--- config.mk ---
export PLATFORM = sky130hd
export DESIGN_NAME = trace_event_record_filter_core
export DESIGN_NICKNAME = d
export VERILOG_FILES = /design/src/tefr_pkg.sv /design/src/tefr_match.sv /design/src/trace_event_record_filter_core.sv
export SDC_FILE = /design/constraint.sdc
export NUM_CORES = 2
export LEC_CHECK = 0
export BUFFER_PORTS_ARGS = -buffer_cell sky130_fd_sc_hd__buf_2
export CAP_MARGIN = 10
export CORE_MARGIN = 10
export CORE_UTILIZATION = 39
export DETAILED_ROUTE_END_ITERATION = 8
export HOLD_SLACK_MARGIN = 0.02
export SYNTH_ARGS = -nofsm -noshare
export SYNTH_HDL_FRONTEND = slang
export SYNTH_SLANG_ARGS = --single-unit
--- constraint.sdc ---
create_clock -name clk -period 6.2 [get_ports clk]
set_input_delay 0.62 -clock clk [delete_from_list [all_inputs] [get_ports clk]]
set_output_delay 0.62 -clock clk [all_outputs]
set_load 0.005 [all_outputs]
--- src/tefr_pkg.sv ---
// Shared constants, codes and helpers for the trace event record filter.
// Used by every module under src; depends on nothing else.
`default_nettype none

package tefr_pkg;

    // List storage
    localparam int LIST_DEPTH = 16;
    localparam int ADDR_W     = (LIST_DEPTH > 1) ? $clog2(LIST_DEPTH) : 1;
    localparam int LEN_W      = $clog2(LIST_DEPTH + 1);

    // Field widths fixed by the item format
    localparam int OP_W        = 2;
    localparam int TYPE_W      = 32;
    localparam int VALUE_W     = 64;
    localparam int ENTRY_IDX_W = 4;
    localparam int FN_W        = 3;
    localparam int CNT_W       = 5;

    localparam int IN_FIELDS_W = TYPE_W + VALUE_W + ENTRY_IDX_W + VALUE_W;
    localparam int IN_DATA_W   = ((IN_FIELDS_W + 7) / 8) * 8;
    localparam int OUT_DATA_W  = 8;

    // Configuration port
    localparam int CFG_IDX_W  = 3;
    localparam int CFG_DATA_W = 5;

    localparam logic [CFG_IDX_W-1:0] REG_TYPE_FUNCTION  = 3'd0;
    localparam logic [CFG_IDX_W-1:0] REG_VALUE_FUNCTION = 3'd1;
    localparam logic [CFG_IDX_W-1:0] REG_COMBINE_OP     = 3'd2;
    localparam logic [CFG_IDX_W-1:0] REG_TYPE_COUNT     = 3'd3;
    localparam logic [CFG_IDX_W-1:0] REG_VALUE_COUNT    = 3'd4;
    localparam logic [CFG_IDX_W-1:0] REG_TYPE_DEFAULT   = 3'd5;

    // Item operations
    localparam logic [OP_W-1:0] OP_FILTER      = 2'd0;
    localparam logic [OP_W-1:0] OP_WRITE_TYPE  = 2'd1;
    localparam logic [OP_W-1:0] OP_WRITE_VALUE = 2'd2;

    // Match functions
    localparam logic [FN_W-1:0] FN_ALL       = 3'd0;
    localparam logic [FN_W-1:0] FN_NONE      = 3'd1;
    localparam logic [FN_W-1:0] FN_EQUAL     = 3'd2;
    localparam logic [FN_W-1:0] FN_NOT_EQUAL = 3'd3;
    localparam logic [FN_W-1:0] FN_GREATER   = 3'd4;
    localparam logic [FN_W-1:0] FN_LESS      = 3'd5;
    localparam logic [FN_W-1:0] FN_RANGE     = 3'd6;

    // Combine operations
    localparam logic COMBINE_AND = 1'b0;
    localparam logic COMBINE_OR  = 1'b1;

    // Flip the sign bit so signed values order as unsigned ones
    localparam logic [VALUE_W-1:0] SIGN_BIAS = {1'b1, {(VALUE_W-1){1'b0}}};

    // Outcome of one compare step
    typedef struct packed {
        logic hit;
        logic stop;
    } match_res_t;

    // Limit a configured count to the list depth
    function automatic logic [LEN_W-1:0] clamp_count(input logic [CNT_W-1:0] c);
        logic [LEN_W-1:0] r;
        if (32'(c) > LIST_DEPTH)
            r = LEN_W'(LIST_DEPTH);
        else
            r = LEN_W'(c);
        return r;
    endfunction

endpackage

`default_nettype wire

--- src/tefr_match.sv ---
// Shared compare unit: one list entry against the record field per cycle.
// Depends on tefr_pkg for function codes and the result struct.
`default_nettype none

module tefr_match (
    input  wire logic [tefr_pkg::FN_W-1:0]    fn,
    input  wire logic                         first,
    input  wire logic [tefr_pkg::VALUE_W-1:0] d,
    input  wire logic [tefr_pkg::VALUE_W-1:0] p,
    output tefr_pkg::match_res_t              res
);

    logic eq;
    logic gt;
    logic lt;

    // One wide unsigned compare serves every function
    assign eq = (d == p);
    assign gt = (d > p);
    assign lt = !eq && !gt;

    // Decide hit and early stop for this entry
    always_comb
    begin
        res.hit  = 1'b1;
        res.stop = 1'b1;
        unique case (fn)
            tefr_pkg::FN_NONE:
            begin
                res.hit  = 1'b0;
                res.stop = 1'b1;
            end
            tefr_pkg::FN_EQUAL:
            begin
                res.hit  = eq;
                res.stop = eq;
            end
            tefr_pkg::FN_NOT_EQUAL:
            begin
                res.hit  = !eq;
                res.stop = eq;
            end
            tefr_pkg::FN_GREATER:
            begin
                res.hit  = gt;
                res.stop = !gt;
            end
            tefr_pkg::FN_LESS:
            begin
                res.hit  = lt;
                res.stop = !lt;
            end
            tefr_pkg::FN_RANGE:
            begin
                // low bound on the first entry, high bound on the second
                if (first)
                begin
                    res.hit  = !lt;
                    res.stop = lt;
                end
                else
                begin
                    res.hit  = !gt;
                    res.stop = 1'b1;
                end
            end
            default:
            begin
                res.hit  = 1'b1;
                res.stop = 1'b1;
            end
        endcase
    end

endmodule

`default_nettype wire

--- src/trace_event_record_filter_core.sv ---
// A filter item steps from accept through S_TYPE_SCAN (skipped for an empty type list),
// S_DECIDE, S_VALUE_SCAN when needed and S_RESULT; writes and unused ops go to S_RESULT.
// Throughput: one item at a time; the shared compare unit looks at one list entry per
// cycle, and s_tready stays low until the result is handed to the output register, so the
// next item is taken in the cycle after that.
// Reset (rst_n, asynchronous, active low) clears control and configuration; the lists
// keep whatever they held and are undefined until written.
// Top level of the filter; depends on tefr_pkg and tefr_match.
`default_nettype none

module trace_event_record_filter_core (
    input  wire logic                               clk,
    input  wire logic                               rst_n,
    // configuration write channel
    input  wire logic                               cfg_valid,
    output logic                                    cfg_ready,
    input  wire logic [tefr_pkg::CFG_IDX_W-1:0]     cfg_index,
    input  wire logic [tefr_pkg::CFG_DATA_W-1:0]    cfg_data,
    // input items
    input  wire logic                               s_tvalid,
    output logic                                    s_tready,
    // event_type, event_value, entry_index, entry_value, zero pad
    input  wire logic [tefr_pkg::IN_DATA_W-1:0]     s_tdata,
    // op
    input  wire logic [tefr_pkg::OP_W-1:0]          s_tuser,
    // result items
    output logic                                    m_tvalid,
    input  wire logic                               m_tready,
    // pass, zero pad
    output logic [tefr_pkg::OUT_DATA_W-1:0]         m_tdata,
    // was_filter
    output logic [0:0]                              m_tuser
);

    localparam int ETYPE_LSB  = 0;
    localparam int EVALUE_LSB = ETYPE_LSB + tefr_pkg::TYPE_W;
    localparam int EIDX_LSB   = EVALUE_LSB + tefr_pkg::VALUE_W;
    localparam int EVAL_LSB   = EIDX_LSB + tefr_pkg::ENTRY_IDX_W;

    typedef enum logic [2:0] {
        S_IDLE,
        S_TYPE_SCAN,
        S_DECIDE,
        S_VALUE_SCAN,
        S_RESULT
    } state_t;

    // Input field unpacking
    logic [tefr_pkg::OP_W-1:0]        in_op;
    logic [tefr_pkg::TYPE_W-1:0]      in_event_type;
    logic [tefr_pkg::VALUE_W-1:0]     in_event_value;
    logic [tefr_pkg::ENTRY_IDX_W-1:0] in_entry_index;
    logic [tefr_pkg::VALUE_W-1:0]     in_entry_value;
    logic                             in_acc;

    assign in_op          = s_tuser;
    assign in_event_type  = s_tdata[ETYPE_LSB +: tefr_pkg::TYPE_W];
    assign in_event_value = s_tdata[EVALUE_LSB +: tefr_pkg::VALUE_W];
    assign in_entry_index = s_tdata[EIDX_LSB +: tefr_pkg::ENTRY_IDX_W];
    assign in_entry_value = s_tdata[EVAL_LSB +: tefr_pkg::VALUE_W];

    // Configuration registers
    logic [tefr_pkg::FN_W-1:0]  type_fn_reg;
    logic [tefr_pkg::FN_W-1:0]  value_fn_reg;
    logic                       combine_reg;
    logic [tefr_pkg::CNT_W-1:0] type_cnt_reg;
    logic [tefr_pkg::CNT_W-1:0] value_cnt_reg;
    logic                       type_default_reg;

    // Sequencer state
    state_t                       state_reg;
    state_t                       state_next;
    logic [tefr_pkg::ADDR_W-1:0]  idx_reg;
    logic [tefr_pkg::ADDR_W-1:0]  idx_next;
    logic                         hit_reg;
    logic                         hit_next;
    logic                         res_pass_reg;
    logic                         res_pass_next;
    logic                         res_filter_reg;
    logic                         res_filter_next;
    logic                         m_tvalid_reg;
    logic                         m_tvalid_next;
    logic                         m_pass_reg;
    logic                         m_pass_next;
    logic                         m_filter_reg;
    logic                         m_filter_next;

    // Record held during the scan
    logic [tefr_pkg::TYPE_W-1:0]  etype_reg;
    logic [tefr_pkg::VALUE_W-1:0] evalue_reg;

    // List memories and their registered read data
    logic [tefr_pkg::TYPE_W-1:0]  type_mem [tefr_pkg::LIST_DEPTH];
    logic [tefr_pkg::VALUE_W-1:0] value_mem [tefr_pkg::LIST_DEPTH];
    logic [tefr_pkg::TYPE_W-1:0]  type_rd_reg;
    logic [tefr_pkg::VALUE_W-1:0] value_rd_reg;
    logic [tefr_pkg::ADDR_W-1:0]  rd_addr;
    logic [tefr_pkg::ADDR_W-1:0]  wr_addr;
    logic                         wr_in_range;

    // Compare unit operands
    logic                         scan_values;
    logic [tefr_pkg::FN_W-1:0]    cmp_fn;
    logic [tefr_pkg::VALUE_W-1:0] cmp_d;
    logic [tefr_pkg::VALUE_W-1:0] cmp_p;
    tefr_pkg::match_res_t         mres;
    logic [tefr_pkg::LEN_W-1:0]   type_len;
    logic [tefr_pkg::LEN_W-1:0]   value_len;
    logic [tefr_pkg::LEN_W-1:0]   scan_len;
    logic                         scan_last;

    assign cfg_ready = 1'b1;
    assign s_tready  = (state_reg == S_IDLE);
    assign in_acc    = s_tvalid && s_tready;

    assign m_tvalid = m_tvalid_reg;
    assign m_tdata  = {{(tefr_pkg::OUT_DATA_W-1){1'b0}}, m_pass_reg};
    assign m_tuser  = m_filter_reg;

    // Take configuration writes; unknown indexes change nothing
    always_ff @(posedge clk or negedge rst_n)
    begin
        if (!rst_n)
        begin
            type_fn_reg      <= tefr_pkg::FN_ALL;
            value_fn_reg     <= tefr_pkg::FN_ALL;
            combine_reg      <= tefr_pkg::COMBINE_AND;
            type_cnt_reg     <= '0;
            value_cnt_reg    <= '0;
            type_default_reg <= 1'b1;
        end
        else if (cfg_valid && cfg_ready)
        begin
            unique case (cfg_index)
                tefr_pkg::REG_TYPE_FUNCTION:  type_fn_reg      <= cfg_data[tefr_pkg::FN_W-1:0];
                tefr_pkg::REG_VALUE_FUNCTION: value_fn_reg     <= cfg_data[tefr_pkg::FN_W-1:0];
                tefr_pkg::REG_COMBINE_OP:     combine_reg      <= cfg_data[0];
                tefr_pkg::REG_TYPE_COUNT:     type_cnt_reg     <= cfg_data[tefr_pkg::CNT_W-1:0];
                tefr_pkg::REG_VALUE_COUNT:    value_cnt_reg    <= cfg_data[tefr_pkg::CNT_W-1:0];
                tefr_pkg::REG_TYPE_DEFAULT:   type_default_reg <= cfg_data[0];
                default:
                begin
                end
            endcase
        end
    end

    assign type_len  = tefr_pkg::clamp_count(type_cnt_reg);
    assign value_len = tefr_pkg::clamp_count(value_cnt_reg);

    // Read address: entry 0 while waiting, the next entry while scanning
    always_comb
    begin
        unique case (state_reg)
            S_TYPE_SCAN,
            S_VALUE_SCAN: rd_addr = idx_reg + tefr_pkg::ADDR_W'(1);
            default:      rd_addr = '0;
        endcase
    end

    assign wr_addr     = tefr_pkg::ADDR_W'(in_entry_index);
    assign wr_in_range = (32'(in_entry_index) < tefr_pkg::LIST_DEPTH);

    // List memories: write on accept of a write item, read every cycle
    always_ff @(posedge clk)
    begin
        if (in_acc && in_op == tefr_pkg::OP_WRITE_TYPE && wr_in_range)
            type_mem[wr_addr] <= in_entry_value[tefr_pkg::TYPE_W-1:0];
        type_rd_reg <= type_mem[rd_addr];
    end

    always_ff @(posedge clk)
    begin
        if (in_acc && in_op == tefr_pkg::OP_WRITE_VALUE && wr_in_range)
            value_mem[wr_addr] <= in_entry_value;
        value_rd_reg <= value_mem[rd_addr];
    end

    // Hold the record for the scan
    always_ff @(posedge clk)
    begin
        if (in_acc)
        begin
            etype_reg  <= in_event_type;
            evalue_reg <= in_event_value;
        end
    end

    // Steer the shared compare unit at the list being scanned
    assign scan_values = (state_reg == S_VALUE_SCAN);
    assign cmp_fn      = scan_values ? value_fn_reg : type_fn_reg;
    assign cmp_d       = scan_values ? (evalue_reg ^ tefr_pkg::SIGN_BIAS)
                                     : {{(tefr_pkg::VALUE_W-tefr_pkg::TYPE_W){1'b0}}, etype_reg};
    assign cmp_p       = scan_values ? (value_rd_reg ^ tefr_pkg::SIGN_BIAS)
                                     : {{(tefr_pkg::VALUE_W-tefr_pkg::TYPE_W){1'b0}}, type_rd_reg};
    assign scan_len    = scan_values ? value_len : type_len;
    assign scan_last   = ((tefr_pkg::LEN_W'(idx_reg) + tefr_pkg::LEN_W'(1)) == scan_len);

    tefr_match u_match (
        .fn    (cmp_fn),
        .first (idx_reg == '0),
        .d     (cmp_d),
        .p     (cmp_p),
        .res   (mres)
    );

    // Sequencer next state
    always_comb
    begin
        state_next      = state_reg;
        idx_next        = idx_reg;
        hit_next        = hit_reg;
        res_pass_next   = res_pass_reg;
        res_filter_next = res_filter_reg;
        m_tvalid_next   = m_tvalid_reg && !m_tready;
        m_pass_next     = m_pass_reg;
        m_filter_next   = m_filter_reg;

        unique case (state_reg)
            S_IDLE:
            begin
                if (in_acc)
                begin
                    idx_next = '0;
                    if (in_op == tefr_pkg::OP_FILTER)
                    begin
                        res_filter_next = 1'b1;
                        if (type_len == '0)
                        begin
                            hit_next   = type_default_reg;
                            state_next = S_DECIDE;
                        end
                        else
                        begin
                            state_next = S_TYPE_SCAN;
                        end
                    end
                    else
                    begin
                        res_filter_next = 1'b0;
                        res_pass_next   = 1'b0;
                        state_next      = S_RESULT;
                    end
                end
            end
            S_TYPE_SCAN:
            begin
                if (mres.stop || scan_last)
                begin
                    hit_next   = mres.hit;
                    state_next = S_DECIDE;
                end
                else
                begin
                    idx_next = idx_reg + tefr_pkg::ADDR_W'(1);
                end
            end
            S_DECIDE:
            begin
                // short-circuit on the type result, else scan values, or take the type result when no values
                idx_next = '0;
                priority if (combine_reg == tefr_pkg::COMBINE_AND && !hit_reg)
                begin
                    res_pass_next = 1'b0;
                    state_next    = S_RESULT;
                end
                else if (combine_reg == tefr_pkg::COMBINE_OR && hit_reg)
                begin
                    res_pass_next = 1'b1;
                    state_next    = S_RESULT;
                end
                else if (value_len == '0)
                begin
                    res_pass_next = hit_reg;
                    state_next    = S_RESULT;
                end
                else
                begin
                    state_next = S_VALUE_SCAN;
                end
            end
            S_VALUE_SCAN:
            begin
                if (mres.stop || scan_last)
                begin
                    res_pass_next = mres.hit;
                    state_next    = S_RESULT;
                end
                else
                begin
                    idx_next = idx_reg + tefr_pkg::ADDR_W'(1);
                end
            end
            S_RESULT:
            begin
                // hand over once the output register is free
                if (!m_tvalid_reg || m_tready)
                begin
                    m_tvalid_next = 1'b1;
                    m_pass_next   = res_pass_reg;
                    m_filter_next = res_filter_reg;
                    state_next    = S_IDLE;
                end
            end
            default:
            begin
                state_next = S_IDLE;
            end
        endcase
    end

    // Hold state and registered outputs
    always_ff @(posedge clk or negedge rst_n)
    begin
        if (!rst_n)
        begin
            state_reg      <= S_IDLE;
            idx_reg        <= '0;
            hit_reg        <= 1'b0;
            res_pass_reg   <= 1'b0;
            res_filter_reg <= 1'b0;
            m_tvalid_reg   <= 1'b0;
            m_pass_reg     <= 1'b0;
            m_filter_reg   <= 1'b0;
        end
        else
        begin
            state_reg      <= state_next;
            idx_reg        <= idx_next;
            hit_reg        <= hit_next;
            res_pass_reg   <= res_pass_next;
            res_filter_reg <= res_filter_next;
            m_tvalid_reg   <= m_tvalid_next;
            m_pass_reg     <= m_pass_next;
            m_filter_reg   <= m_filter_next;
        end
    end

endmodule

`default_nettype wire

==> out/metrics.cfg <==
[routing]
post_drt_via_cell_ratio = 5.58
routed-via-count = 42400
topRoutingLayerUsed = met5
ant_nets = 0
wl_met1_um = 81700
first_pass_iters = 6
dr_wl_met2_um = 90900
drc_errors = 0
drt_iter0_markers = 3956
wl_um = 190000
wire_per_inst_um = 25.0
wl_met3_um = 11400

[clock_tree]
cts_tree = built
insertion_delay_ns = 0.82
path_clk_slew_ns = 0.06
cts_resized = 0
postCtsSetupRepairBufs = 0
clock_sinks = 1759
htreeDepth = 4
hold_buffers = 93
clock_path_buffers = 3
numCtsBuffers = 182
root_buffer = clkbuf_16

[synth]
synth_edf_count = 1632
synth_area_per_cell_sq_um = 14.2
yosys_warnings = 0
ys_ff_latch = 1759
synthCells = 4887
netlist_area_sq_mm = 0.0695
yosysSeqAreaShare_pct = 74.3
synthDistinctLibCells = 60
synth_ff_type = edfxtp_1
async_flop_share_pct = 1.76

[grt]
grt_first_pass_wirelength_um = 280000
grt_pass1_vias = 41400
grt_max_degree = 172
grt_remaining_overflow = 0
antenna_found_initial = 31
gr-usage-all-layers_pct = 18.8

[flow_run]
drv_cap = 0

[sta]
setup_viol = 0
final.hold.worst_slack_ns = 0.0624
finalSetupTns_ns = 0
min_period_ns = 5.09
hold_viol_final = 0
fin_crit_sh_pct = 82.1
worstMarginPinSlew_ns = 1.13
report.final.slew_viol_count = 0
fmax_ghz = 0.197
finalClockSkew_ns = 0.0464
slew_headroom_pct = 24.8
rsz0062_at_grt = false

[final_layout]
max_flop_register = value_mem
final_nets = 5356
multiInputGateArea_sq_mm = 0.0167
fill_cells = 15300
register_area_sq_mm = 0.0517
area_growth_pct = 16.0
drive_gt1_share_pct = 12.3
utilization_pct = 45.6
reg_top3 = value_mem x1024, type_mem x512
largest_reg_flops = 1024

[worst_setup_path]
crit_arrival_ns = 5.77
cp.required_ns = 6.89
cp_max_fo = 45
rrSetupSlack_ns = 1.11
r2r_cells = 14
crit_path_start_kind = register
path_class = reg2reg
crit_path_end_kind = register
timing.rr.start = state_reg[1]
r2r-end = idx_reg[2]

[die]
rows = 154
core_area_sq_mm = 0.177
die_area_sq_mm = 0.196
io_pins = 195
initial_core_util_pct = 39.4
die_h_um = 442
die_w_um = 442

[worst_hold_path]
hold_depth = 1
worstHoldEndpoint = evalue_reg[37]
hp-class = in2reg
worstHoldStart = s_tdata[69]

[pwr]
pwr-share-seq_pct = 45.8
internal_power_mw = 21.7
power.switching_mw = 8.63
p_leak_nw = 26.8
power_mw = 30.3
p_per_area_mw_per_mm2 = 376
p_comb_share_pct = 17.8
p_sw_share_pct = 28.4
pwr-share-clk_pct = 36.4
ir_drop_v = 0.000349

[place]
portBuffers = 182
globalplace.congestion = 0.808
dp_hpwl_um = 103000

[run_status]
status = completed

[cells in the mapped netlist, types with 40 or more instances]
master	count	area [sq um]
a211oi_1	482	3620
a21oi_1	225	1130
a311oi_1	192	1680
a31oi_1	194	1210
and2_1	386	2410
clkbuf_1	332	1250
dfxtp_1	96	1920
edfxtp_1	1632	49000
ha_1	68	851
mux2i_1	40	400
nand2_1	928	3480
nor2_1	45	169
[power by group through the flow]
stage	Clock, mW	Sequential [mW]	Combinational (mW)
final	11.1	13.9	5.40
after global routing	11.7	13.9	5.92
after CTS	11.2	13.9	5.43
after detailed placement	0	14.1	5.36
after global placement	0	14.2	5.30
after floorplan	0	13.9	3.51
[through the flow]
| stage | area [sq um] | instances | setup slack [ns] |
|---|---|---|---|
| after detailed placement | 73600 | 7168 | 1.28 |
| after floorplan | 69600 | 4893 | 1.48 |
| after global routing | 80600 | 7605 | 0.936 |
| final | 80600 | 7608 | 1.11 |
| after CTS | 80600 | 7602 | 1.23 |
| after global placement | 73600 | 7168 | 1.31 |
[per-layer routing]
metal / vias to the layer above / GRT usage [%]
li1: 19200 / -
met1: 21500 / 25.4
met3: 341 / 2.98
met5: - / 0
met2: 1376 / 30.8
met4: 14 / 6.31
[worst max-delay path: stages (launching register included)]
cell and delay, ns:
dfrtp_1 0.38, buf_4 0.41, and2_4 0.69, nand2_1 0.13
nand2_1 0.09, ha_1 0.25, a21oi_1 0.16, o21ai_0 0.29
a211oi_1 0.92, o22ai_1 0.23, a2111oi_1 0.54, or3b_1 0.23
and2_4 0.19, o21ai_4 0.09, mux2_1 0.32
[area by class of cell]
type / instances / share of cell area, %
inverters: 12 / 0.0683
diodes: 6 / 0.0186
clock inverters: 78 / 1.11
repair buffers: 387 / 3.82
clock buffers: 263 / 6.51
flip-flops and latches: 1759 / 64.1
well taps: 2340 / 3.63
multi-input cells: 2763 / 20.7
[cell usage in the layout (no fill, tap or decap), drive strengths merged, types with 68 or more instances in the layout]
cell         count
a31oi          194
a211oi         482
dfxtp           96
edfxtp        1632
and2           387
a21oi          225
a311oi         192
clkbuf         263
dlygate4sd3     93
buf            294
ha              68
nand2          928
[how the worst max path moves through the flow]
stage / startpoint / end / slack [ns] / depth (start not counted)
CTS: state_reg[1] / idx_reg[2] / 1.23 / 14
detailed placement: state_reg[1] / idx_reg[2] / 1.28 / 13
global placement: state_reg[1] / idx_reg[2] / 1.31 / 14
floorplan: state_reg[0] / value_mem[13][0] / 1.48 / 6
finish: state_reg[1] / idx_reg[2] / 1.11 / 14
global route: state_reg[1] / idx_reg[2] / 0.94 / 14
[logic make-up after synthesis]
group / count (synthesis) / share of synthesized area, %
DFF: 1759 / 74.3
and+or+nand+nor: 1485 / 9.92
AOI/OAI and AO/OA: 1132 / 11.4
buffers and inverters: 371 / 2.07
adders and majority gates: 68 / 1.22
muxes: 62 / 0.932
xor gates and xnor gates: 8 / 0.101
other: 2 / 0.0108
No activity file was read; power rests on OpenSTA's default activity.
